## src/design/aars_pkg.sv

```systemverilog
// types and constants shared by the accelerating auto-repeat setter
// no dependencies
`timescale 1ns / 1ps

package aars_pkg;

    typedef struct packed {
        logic               command;
        logic signed [15:0] start_value;
        logic               up_touched;
        logic               down_touched;
        logic               ok_touched;
    } item_t;

    typedef struct packed {
        logic signed [15:0] current_value;
        logic               changed;
        logic               finished;
        logic               rejected;
    } result_t;

    typedef enum logic [4:0] {
        MODE_IDLE = 5'b00001,
        MODE_WAIT = 5'b00010,
        MODE_UP   = 5'b00100,
        MODE_DOWN = 5'b01000,
        MODE_OK   = 5'b10000
    } mode_t;

    typedef enum logic [1:0] {
        CFG_MIN_VALUE = 2'd0,
        CFG_MAX_VALUE = 2'd1,
        CFG_STEP_SIZE = 2'd2
    } cfg_index_t;

    localparam logic [9:0] REPEAT_DELAY_TICKS = 10'd500;
    localparam logic [6:0] RELEASE_TICKS      = 7'd100;
    localparam logic [6:0] START_INTERVAL     = 7'd100;
    localparam logic [6:0] MIN_INTERVAL       = 7'd10;
    localparam logic [9:0] HELD_MAX           = 10'd1023;
    localparam logic [6:0] COUNT_MAX          = 7'd127;

    localparam logic [6:0] FAST_BOUND_1 = START_INTERVAL - 7'd8;
    localparam logic [6:0] FAST_BOUND_2 = START_INTERVAL - 7'd16;
    localparam logic [6:0] FAST_BOUND_3 = START_INTERVAL - 7'd32;

    localparam logic signed [15:0] MIN_VALUE_RESET = 16'sd0;
    localparam logic signed [15:0] MAX_VALUE_RESET = 16'sd1000;
    localparam logic [7:0]         STEP_SIZE_RESET = 8'd1;

endpackage

```

## src/design/accelerating_auto_repeat_setter.sv

```systemverilog
// channel  | signals                            | word
// ---------+------------------------------------+-----------------
// item     | item_valid, item_stall, item       | aars_pkg::item_t
// result   | result_valid, result_stall, result | aars_pkg::result_t
// cfg      | cfg_valid, cfg_ready, cfg_index    | cfg_data (16 bit)
//
// one word per cycle sustained while the result is not stalled
// the word sits in an input register, then one pass of compare/add logic updates the
// session state and the result register together
// reset puts the session in idle with value zero and limits 0 / 1000, step 1
// a stalled result holds the pipe; the input register still takes one more word if it is empty
// depends on aars_pkg
`timescale 1ns / 1ps

module accelerating_auto_repeat_setter (
    input  logic              clk,
    input  logic              rst_n,
    input  logic              item_valid,
    output logic              item_stall,
    input  aars_pkg::item_t   item,
    output logic              result_valid,
    input  logic              result_stall,
    output aars_pkg::result_t result,
    input  logic              cfg_valid,
    output logic              cfg_ready,
    input  logic [1:0]        cfg_index,
    input  logic [15:0]       cfg_data
);
    import aars_pkg::*;

    logic               stage_valid_reg;
    item_t              stage_reg;
    logic               result_valid_reg;
    result_t            result_reg;

    logic signed [15:0] min_value_reg;
    logic signed [15:0] max_value_reg;
    logic [7:0]         step_size_reg;

    mode_t              mode_reg;
    mode_t              mode_next;
    logic signed [15:0] value_reg;
    logic signed [15:0] value_next;
    logic [9:0]         held_reg;
    logic [9:0]         held_next;
    logic [6:0]         since_reg;
    logic [6:0]         since_next;
    logic [6:0]         untouched_reg;
    logic [6:0]         untouched_next;
    logic [6:0]         interval_reg;
    logic [6:0]         interval_next;

    logic               move;
    logic               fire;
    logic               own;
    logic [9:0]         held_inc;
    logic [6:0]         since_inc;
    logic [6:0]         untouched_inc;
    logic [6:0]         need;
    logic [7:0]         interval_dec;
    logic [7:0]         fast_amount;
    logic [6:0]         interval_fast;
    logic signed [16:0] value_ext;
    logic signed [16:0] step_ext;
    logic signed [16:0] sum_w;
    logic signed [16:0] diff_w;
    logic signed [15:0] up_value;
    logic signed [15:0] down_value;
    logic               up_can;
    logic               down_can;
    logic               step_req;
    logic               step_dir_up;
    logic               changed;
    logic               finished;
    logic               rejected;

    assign move       = !result_valid_reg || !result_stall;
    assign fire       = stage_valid_reg && move;
    assign item_stall = stage_valid_reg && !move;
    assign cfg_ready  = 1'b1;

    assign result_valid = result_valid_reg;
    assign result       = result_reg;

    // per-tick counters
    always_comb
    begin
        unique case (mode_reg)
            MODE_UP:   own = stage_reg.up_touched;
            MODE_DOWN: own = stage_reg.down_touched;
            default:   own = stage_reg.ok_touched;
        endcase
        held_inc      = (held_reg < HELD_MAX) ? held_reg + 10'd1 : held_reg;
        since_inc     = (since_reg < COUNT_MAX) ? since_reg + 7'd1 : since_reg;
        untouched_inc = own ? 7'd0
                      : ((untouched_reg < COUNT_MAX) ? untouched_reg + 7'd1 : untouched_reg);
        need          = (interval_reg == COUNT_MAX) ? COUNT_MAX : interval_reg + 7'd1;
    end

    // repeat interval speed-up
    always_comb
    begin
        priority if (interval_reg > FAST_BOUND_1)
            fast_amount = 8'd1;
        else if (interval_reg > FAST_BOUND_2)
            fast_amount = 8'd2;
        else if (interval_reg > FAST_BOUND_3)
            fast_amount = 8'd4;
        else
            fast_amount = 8'd8;
        interval_dec  = {1'b0, interval_reg} - fast_amount;
        interval_fast = (interval_dec[7] || interval_dec[6:0] < MIN_INTERVAL)
                      ? MIN_INTERVAL : interval_dec[6:0];
    end

    // saturating step adder
    always_comb
    begin
        value_ext  = {value_reg[15], value_reg};
        step_ext   = {9'b0, step_size_reg};
        sum_w      = value_ext + step_ext;
        diff_w     = value_ext - step_ext;
        up_value   = (sum_w[16] != sum_w[15]) ? 16'sh7fff : sum_w[15:0];
        down_value = (diff_w[16] != diff_w[15]) ? 16'sh8000 : diff_w[15:0];
        up_can     = value_reg < max_value_reg;
        down_can   = value_reg > min_value_reg;
    end

    always_comb
    begin
        mode_next      = mode_reg;
        value_next     = value_reg;
        held_next      = held_reg;
        since_next     = since_reg;
        untouched_next = untouched_reg;
        interval_next  = interval_reg;
        changed        = 1'b0;
        finished       = 1'b0;
        rejected       = 1'b0;
        step_req       = 1'b0;
        step_dir_up    = 1'b0;

        if (stage_reg.command)
        begin
            if (stage_reg.start_value[15])
            begin
                rejected  = 1'b1;
                finished  = 1'b1;
                mode_next = MODE_IDLE;
            end
            else
            begin
                value_next     = stage_reg.start_value;
                mode_next      = MODE_WAIT;
                held_next      = '0;
                since_next     = '0;
                untouched_next = '0;
                interval_next  = START_INTERVAL;
            end
        end
        else
        begin
            unique case (mode_reg)
                MODE_IDLE:
                begin
                end
                MODE_WAIT:
                begin
                    if (stage_reg.up_touched || stage_reg.down_touched
                        || stage_reg.ok_touched)
                    begin
                        held_next      = '0;
                        since_next     = '0;
                        untouched_next = '0;
                        interval_next  = START_INTERVAL;
                    end
                    priority if (stage_reg.up_touched)
                    begin
                        mode_next   = MODE_UP;
                        step_req    = 1'b1;
                        step_dir_up = 1'b1;
                    end
                    else if (stage_reg.down_touched)
                    begin
                        mode_next = MODE_DOWN;
                        step_req  = 1'b1;
                    end
                    else if (stage_reg.ok_touched)
                        mode_next = MODE_OK;
                    else
                    begin
                    end
                end
                MODE_UP, MODE_DOWN, MODE_OK:
                begin
                    held_next      = held_inc;
                    since_next     = since_inc;
                    untouched_next = untouched_inc;
                    if (untouched_inc > RELEASE_TICKS)
                    begin
                        if (mode_reg == MODE_OK)
                        begin
                            finished  = 1'b1;
                            mode_next = MODE_IDLE;
                        end
                        else
                            mode_next = MODE_WAIT;
                    end
                    else if (mode_reg != MODE_OK && held_inc > REPEAT_DELAY_TICKS
                             && since_inc >= need)
                    begin
                        since_next    = '0;
                        step_req      = 1'b1;
                        step_dir_up   = (mode_reg == MODE_UP);
                        interval_next = interval_fast;
                    end
                end
                default:
                    mode_next = MODE_IDLE;
            endcase
        end

        if (step_req)
        begin
            if (step_dir_up && up_can)
            begin
                value_next = up_value;
                changed    = 1'b1;
            end
            else if (!step_dir_up && down_can)
            begin
                value_next = down_value;
                changed    = 1'b1;
            end
        end
    end

    always_ff @(posedge clk or negedge rst_n)
    begin
        if (!rst_n)
        begin
            stage_valid_reg  <= 1'b0;
            result_valid_reg <= 1'b0;
        end
        else
        begin
            if (!item_stall)
                stage_valid_reg <= item_valid;
            if (move)
                result_valid_reg <= stage_valid_reg;
        end
    end

    always_ff @(posedge clk)
    begin
        if (item_valid && !item_stall)
            stage_reg <= item;
        if (fire)
        begin
            result_reg.current_value <= value_next;
            result_reg.changed       <= changed;
            result_reg.finished      <= finished;
            result_reg.rejected      <= rejected;
        end
    end

    always_ff @(posedge clk or negedge rst_n)
    begin
        if (!rst_n)
        begin
            min_value_reg <= MIN_VALUE_RESET;
            max_value_reg <= MAX_VALUE_RESET;
            step_size_reg <= STEP_SIZE_RESET;
        end
        else if (cfg_valid && cfg_ready)
        begin
            unique case (cfg_index)
                CFG_MIN_VALUE: min_value_reg <= cfg_data;
                CFG_MAX_VALUE: max_value_reg <= cfg_data;
                CFG_STEP_SIZE: step_size_reg <= cfg_data[7:0];
                default:
                begin
                end
            endcase
        end
    end

    always_ff @(posedge clk or negedge rst_n)
    begin
        if (!rst_n)
        begin
            mode_reg      <= MODE_IDLE;
            value_reg     <= '0;
            held_reg      <= '0;
            since_reg     <= '0;
            untouched_reg <= '0;
            interval_reg  <= START_INTERVAL;
        end
        else if (fire)
        begin
            mode_reg      <= mode_next;
            value_reg     <= value_next;
            held_reg      <= held_next;
            since_reg     <= since_next;
            untouched_reg <= untouched_next;
            interval_reg  <= interval_next;
        end
    end

`ifndef ASSERT_OFF
    a_stall_only_when_full: assert property (@(posedge clk) disable iff (!rst_n)
        item_stall |-> stage_valid_reg)
        else $error("item stalled with empty input register");

    a_reject_finishes: assert property (@(posedge clk) disable iff (!rst_n)
        result_valid_reg |-> (!result_reg.rejected || (result_reg.finished
                                                       && !result_reg.changed)))
        else $error("rejected start without finish or with a step");

    a_interval_range: assert property (@(posedge clk) disable iff (!rst_n)
        (interval_reg >= MIN_INTERVAL) && (interval_reg <= START_INTERVAL))
        else $error("repeat interval out of range");

    a_untouched_bound: assert property (@(posedge clk) disable iff (!rst_n)
        untouched_reg <= RELEASE_TICKS + 7'd1)
        else $error("untouched counter ran past release");
`endif

endmodule
```

## config.mk

```make
export PLATFORM = sky130hd
export DESIGN_NAME = accelerating_auto_repeat_setter
export DESIGN_NICKNAME = d
export VERILOG_FILES = /design/src/design/aars_pkg.sv /design/src/design/accelerating_auto_repeat_setter.sv
export SDC_FILE = /design/constraint.sdc
export NUM_CORES = 1
export LEC_CHECK = 0
export ABC_AREA = 1
export BUFFER_PORTS_ARGS = -buffer_cell sky130_fd_sc_hd__buf_2
export CORE_MARGIN = 1
export CORE_UTILIZATION = 40
export CTS_BUF_LIST = sky130_fd_sc_hd__clkbuf_2 sky130_fd_sc_hd__clkbuf_4 sky130_fd_sc_hd__clkbuf_8
export CTS_CLUSTER_SIZE = 8
export DETAILED_ROUTE_END_ITERATION = 8
export RECOVER_POWER = 100
export SETUP_SLACK_MARGIN = 0.2
export SLEW_MARGIN = 40
export SYNTH_ARGS = -nofsm -noshare
export SYNTH_HDL_FRONTEND = slang
export SYNTH_SLANG_ARGS = --single-unit
```

## constraint.sdc

```tcl
create_clock -name clk -period 4.9 [get_ports clk]
set_input_delay 0.98 -clock clk [delete_from_list [all_inputs] [get_ports clk]]
set_output_delay 0.98 -clock clk [all_outputs]
set_load 0.05 [all_outputs]
```

==> results of run 1 <==
power groups by stage:
stage | registers (mW) | logic [mW] | clock network (mW)
floorplan | 1.64 | 1.65 | 0
global placement | 1.59 | 2.29 | 0
detailed placement | 1.59 | 2.31 | 0
CTS | 1.57 | 2.32 | 0.993
global route | 1.60 | 2.66 | 1.03
finish | 1.58 | 2.30 | 0.967
critical path, stage by stage, from the launching register on:
cell	delay, ns
dfrtp_1	0.39
inv_1	0.16
ha_1	0.20
inv_1	0.09
fa_1	0.42
nand3_1	0.13
nand2_1	0.06
nand2_1	0.08
nand2_1	0.06
a21oi_1	0.16
nor2_1	0.07
o21ai_0	0.38
nand3_1	0.19
o41ai_1	0.29
inv_1	0.08
ha_1	0.41
inv_1	0.27
nand2_1	0.09
a31oi_1	0.16
nor2_1	0.07
o21ai_1	0.19
nand3_1	0.09
nand2_1	0.12
worst max path at each step:
stage	start	to	slack [ns]	cells after the start
5_1_grt	value_reg[0]	value_reg[4]	0.21	22
6_report	value_reg[0]	value_reg[4]	0.67	22
3_3_place_gp	step_size_reg[0]	result[5]	1.01	14
2_1_floorplan	step_size_reg[0]	result[6]	1.28	21
3_5_place_dp	value_reg[0]	result[16]	0.86	21
4_1_cts	value_reg[0]	result[16]	0.84	21
final cells by class:
type / count / area, µm² / share of cell area
tap: 280 / 350 / 0.0356
clock buffer: 21 / 270 / 0.0274
sequential: 133 / 3540 / 0.359
clock inverter: 11 / 133 / 0.0135
timing repair buffer: 69 / 323 / 0.0328
multi-input combinational: 815 / 4520 / 0.459
inverter: 191 / 717 / 0.0728
synthesized netlist by cell type, types with 13 or more instances:
library cell	number
clkbuf_1	22
dfrtp_1	83
nor3_1	17
inv_1	185
ha_1	65
nand4_1	14
nor2_1	99
a21oi_1	48
nand2_1	254
edfxtp_1	39
nand3_1	86
o22ai_1	14
xor2_1	13
o21ai_0	107
metrics by stage:
step,setup WS [ns],util,hold slack (ns),std cells,instance area [µm²]
detailed placement,0.863,0.435,0.474,1488,9530
floorplan,1.28,-,0.434,1170,8940
finish,0.673,0.450,0.470,1520,9850
CTS,0.844,0.454,0.490,1520,9930
global placement,1.01,0.435,0.468,1488,9510
global route,0.213,0.450,0.507,1520,9850
logic make-up after synthesis:
logic type | count (synthesis) | synth area share
simple gates | 514 | 0.256
buf+inv | 222 | 0.0971
compound gates | 217 | 0.139
flops | 133 | 0.396
fa+ha+maj | 68 | 0.0977
xor+xnor | 15 | 0.0147
other cells | 1 | 0.000419
metal layers:
metal,vias to the layer above,routed length [µm],GRT usage
li1,3952,-,-
met1,3635,9850,0.254
met2,135,10900,0.368
met3,25,928,0.0404
met4,0,289,0.0530
met5,-,0,0
==> results.json, run 1 <==
{
  "ys_seq_area_frac": 0.396,
  "maxCapViolCount": 2,
  "p_sw_mw": 2.18,
  "setup-violations-final": 0,
  "htree_levels": 4,
  "cts_tree": "built",
  "clkLatencyLatePin_ns": 0.46,
  "mostFrequentLayoutCells": "nand2_1, inv_1, o21ai_0, nor2_1, nand3_1",
  "ir_worst_vdd_mv": 0.193,
  "core_region_area_um2": 21900,
  "ff2ff_setup_slack_ns": 0.67,
  "grt_overflow": 0,
  "cts_made_buffers": 17,
  "swShare": 0.450,
  "synth_edf_count": 39,
  "rows": 54,
  "grt_max_degree": 60,
  "drcViolationCount": 0,
  "antenna_found_initial": 0,
  "final_nets": 1338,
  "synth_top_area_cell": "dfrtp_1",
  "finalHoldViolations": 0,
  "grtUsageTotal": 0.206,
  "critPathRequiredTime_ns": 5.29,
  "dr.pass1.iters": 5,
  "slew_headroom": -1.22,
  "fmax_mhz": 237,
  "r2r-start": "value_reg[0]",
  "synth_ff_type": "dfrtp_1",
  "finalWirelength_um": 21900,
  "powerDensity_nw_per_um2": 492,
  "ant_nets": 0,
  "vias_per_cell": 5.10,
  "tightestPinTransition_ns": 3.33,
  "synth_top_area_share": 0.232,
  "largest_reg_flops": 20,
  "combPwrFrac": 0.475,
  "arrival_ns": 4.61,
  "grt_pass1_vias": 7597,
  "fin_tns_setup_ns": 0,
  "fin_crit_ns": 4.23,
  "power.clock.fraction": 0.200,
  "min_to": "result_valid",
  "final_common_cell": "nand2_1",
  "cts_hold_buf": 0,
  "cts_setup_buffers": 0,
  "syn_area_um2": 8940,
  "end_kind": "flop",
  "worstHoldStart": "stage_valid_reg",
  "rsz0062_at_grt": "no",
  "finalPower_mw": 4.84,
  "synth_seq_cells": 133,
  "syn_nets": 1281,
  "synth.top_cells.by_area": "dfrtp_1, edfxtp_1, nand2_1, ha_1, inv_1",
  "reg2reg_depth": 22,
  "path_clk_slew_ns": 0.08,
  "fp.dieW_um": 151,
  "syn_to_final_growth_pct": 10.2,
  "die_h_um": 151,
  "async_reset_ff_frac": 0.707,
  "syn_avg_cell_area_um2": 7.64,
  "leakage_nw": 4.87,
  "globalplace.congestion": 0.908,
  "io_buffer_count": 63,
  "start_util": 0.408,
  "wire_per_inst_um": 14.4,
  "netlist_instances": 1170,
  "hpwl_um": 16200,
  "hold_depth": 2,
  "critical_path_class": "flop to flop",
  "n_fill_cell": 2259,
  "grt_pass1_wl_um": 36900,
  "slew_violations": 100,
  "drt_iter0_markers": 397,
  "ios": 65,
  "clock_skew_ns": 0.0143,
  "start_kind": "flop",
  "cts.sinks": 133,
  "seqPwrFrac": 0.325,
  "p_int_mw": 2.66,
  "clockRootBuffer": "clkbuf_8",
  "status": "finished with violations",
  "min_path_type": "flop to flop",
  "die_area_um2": 23000,
  "final.period_utilization": 0.863,
  "diodes": 0,
  "vias": 7747,
  "synth_cell_type_count": 54,
  "crit_fanout": 9,
  "r2r-end": "value_reg[4]",
  "synth_warnings": 0,
  "ctsResizeCount": 0,
  "drive_gt1_frac": 0.0927,
  "failed_checks": "capacitance limit, slew limit",
  "cts_buffer_depth": 2
}
No activity file was read; power rests on OpenSTA's default activity.
==> inputs of run 2 (changes only) <==
- CORE_UTILIZATION: 40 -> 51
- MAX_ROUTING_LAYER: not set -> met4
- PLACE_DENSITY: not set -> 0.69
- clock period: 4.9 -> 4.7 ns (I/O delays scaled with it)
==> run 2 against run 1 <==
  * The flow still finishes with violations (capacitance limit, slew limit)
  * Clock skew decreased by 0.0049 ns
  * Critical path depth unchanged
  * Combinational power increased by 3%
  * Final cell count decreased by 3.6%
  * Wire length decreased by 3.7%
  * Sequential share of layout area increased by 0.25 points
  * Register-to-register slack got worse by 0.15 ns
  * Flip-flop and latch count unchanged
  * Clock power decreased by 0.6%
  * Global-route usage increased by 5.1 points
  * Utilization increased by 12 points
  * Critical endpoint unchanged
  * Largest power group unchanged
  * Highest routed layer unchanged
==> results.json, run 2 (same netlist as run 1, synthesis figures left out) <==
{
  "hold_depth": 2,
  "start_kind": "flop",
  "mostFrequentLayoutCells": "nand2_1, inv_1, o21ai_0, nor2_1, nand3_1",
  "cts_hold_buf": 0,
  "end_kind": "flop",
  "crit_cells": 22,
  "start_util": 0.520,
  "cp_cell_sequence": "inv_1, ha_1, inv_1, fa_1, nand3_1, nand2_1, nand2_1, nand2_1, a21oi_1, nor2_1, o21ai_0, nand3_1, o41ai_1, inv_1, ha_1, inv_1, nand2_1, a31oi_1, nor2_1, o21ai_0, nand3_1, nand2_1",
  "finalPower_mw": 4.98,
  "slew_violations": 105,
  "globalplace.congestion": 0.970,
  "grt_max_degree": 65,
  "slowest_stage": "ha_1",
  "htree_levels": 4,
  "syn_to_final_growth_pct": 9.42,
  "clock_skew_ns": 0.00936,
  "crit_family": "compound AO/OA/AOI/OAI gates",
  "min_path_type": "flop to flop",
  "final_cells": 1466,
  "antenna_found_initial": 0,
  "grt_overflow": 0,
  "post-route-cell-area_um2": 9780,
  "clockRootBuffer": "clkbuf_8",
  "drt_iter0_markers": 432,
  "failed_checks": "capacitance limit, slew limit",
  "finalHoldViolations": 0,
  "critical_path_class": "flop to flop",
  "crit_buf_inv": 4,
  "io_buffer_count": 63,
  "critPathMaxStageDelay_ns": 0.41,
  "leakage_nw": 4.88,
  "n_fill_cell": 1723,
  "clkLatencyLatePin_ns": 0.45,
  "fin_tns_setup_ns": 0,
  "multiInputGateArea_um2": 4520,
  "powerDensity_nw_per_um2": 509,
  "slew_headroom": -1.12,
  "ios": 65,
  "rsz0062_at_grt": "no",
  "die_h_um": 134,
  "fp.dieW_um": 134,
  "placed_area_um2": 9470,
  "core_region_area_um2": 17200,
  "ant_nets": 0,
  "arrival_ns": 4.56,
  "dr.pass1.iters": 5,
  "finalWirelength_um": 21100,
  "hold-worst-slack_ns": 0.472,
  "placed_cells": 1434,
  "drive_gt1_frac": 0.0967,
  "maxCapViolCount": 2,
  "pre_cts_ws_ns": 0.774,
  "grt_pass1_vias": 7399,
  "path_common_cell": "nand2_1",
  "cts_buffer_depth": 2,
  "reg2reg_depth": 22,
  "cts.sinks": 133,
  "diodes": 0,
  "grt_pass1_wl_um": 35500,
  "tightestPinTransition_ns": 3.19,
  "cts_tree": "built",
  "cts_made_buffers": 17,
  "vias": 7767,
  "critPathRequiredTime_ns": 5.09,
  "largest_reg_flops": 20,
  "status": "finished with violations",
  "rows": 48,
  "fin_crit_ns": 4.18,
  "vias_per_cell": 5.30,
  "final_common_cell": "nand2_1",
  "drcViolationCount": 0,
  "hpwl_um": 15700,
  "crit_fanout": 9,
  "final_nets": 1339,
  "die_area_um2": 18100,
  "final.period_utilization": 0.888,
  "grtUsageTotal": 0.258,
  "seqCellArea_um2": 3540,
  "wire_per_inst_um": 14.4,
  "fmax_mhz": 239,
  "ir_worst_vdd_mv": 0.277,
  "setup-violations-final": 0,
  "fin_util": 0.569,
  "setup_slack_ns": 0.524,
  "path_clk_slew_ns": 0.08
}
-- run 2: cell types whose count changed in the layout (fill, tap and decap cells not counted), moves of 2 or more --
cell and change:
nand2_2 +2, clkinvlp_4 -2, inv_4 +2, clkbuf_1 -2, clkinv_4 +2, clkbuf_4 -3, nand2_1 -2, clkinv_2 +2
clkinv_1 -2, o21ai_0 +2
-- run 2: tightest hold or removal path, cell delays in order, from the launching register on --
cell	delay (ns)
dfrtp_1	0.33
inv_1	0.06
nand2_1	0.06
-- run 2: repair_timing --
| action | 4_1_cts | 5_1_grt |
|---|---|---|
| buffers inserted | 0 | 0 |
| setup endpoints to repair | 0 | 1 |
| resized for setup | 0 | 1 |
-- run 2: cell type report --
| class | count | share of cell area |
|---|---|---|
| Timing Repair Buffer | 70 | 0.0345 |
| Clock buffer | 19 | 0.0267 |
| Inverter | 191 | 0.0733 |
| Multi-Input combinational cell | 815 | 0.462 |
| Clock inverter | 13 | 0.0132 |
| Sequential cell | 133 | 0.362 |
| Tap cell | 225 | 0.0288 |
-- run 2: worst paths after layout --
check,end,slack [ns],from
worst max-delay path,value_reg[4],0.52,value_reg[0]
worst min-delay path,result_valid,0.47,stage_valid_reg
worst max register to register,value_reg[4],0.52,value_reg[0]
worst min register to register,result_valid,0.47,stage_valid_reg
max in group asynchronous,untouched_reg[0],0.90,rst_n
min in group asynchronous,max_value_reg[2],1.74,rst_n
-- run 2: routing by layer --
metal / routed length [µm] / vias to the layer above / track usage / share of wire
li1: - / 3959 / - / -
met1: 9010 / 3630 / 0.300 / 0.43
met2: 10800 / 147 / 0.442 / 0.51
met3: 900 / 31 / 0.0522 / 0.043
met4: 412 / 0 / 0.0899 / 0.020
met5: 0 / - / - / 0
-- run 2: power breakdown --
part	internal (mW)	switching (mW)	total [mW]
Combinational	0.817	1.56	2.37
Clock	0.497	0.464	0.961
Sequential	1.42	0.232	1.65
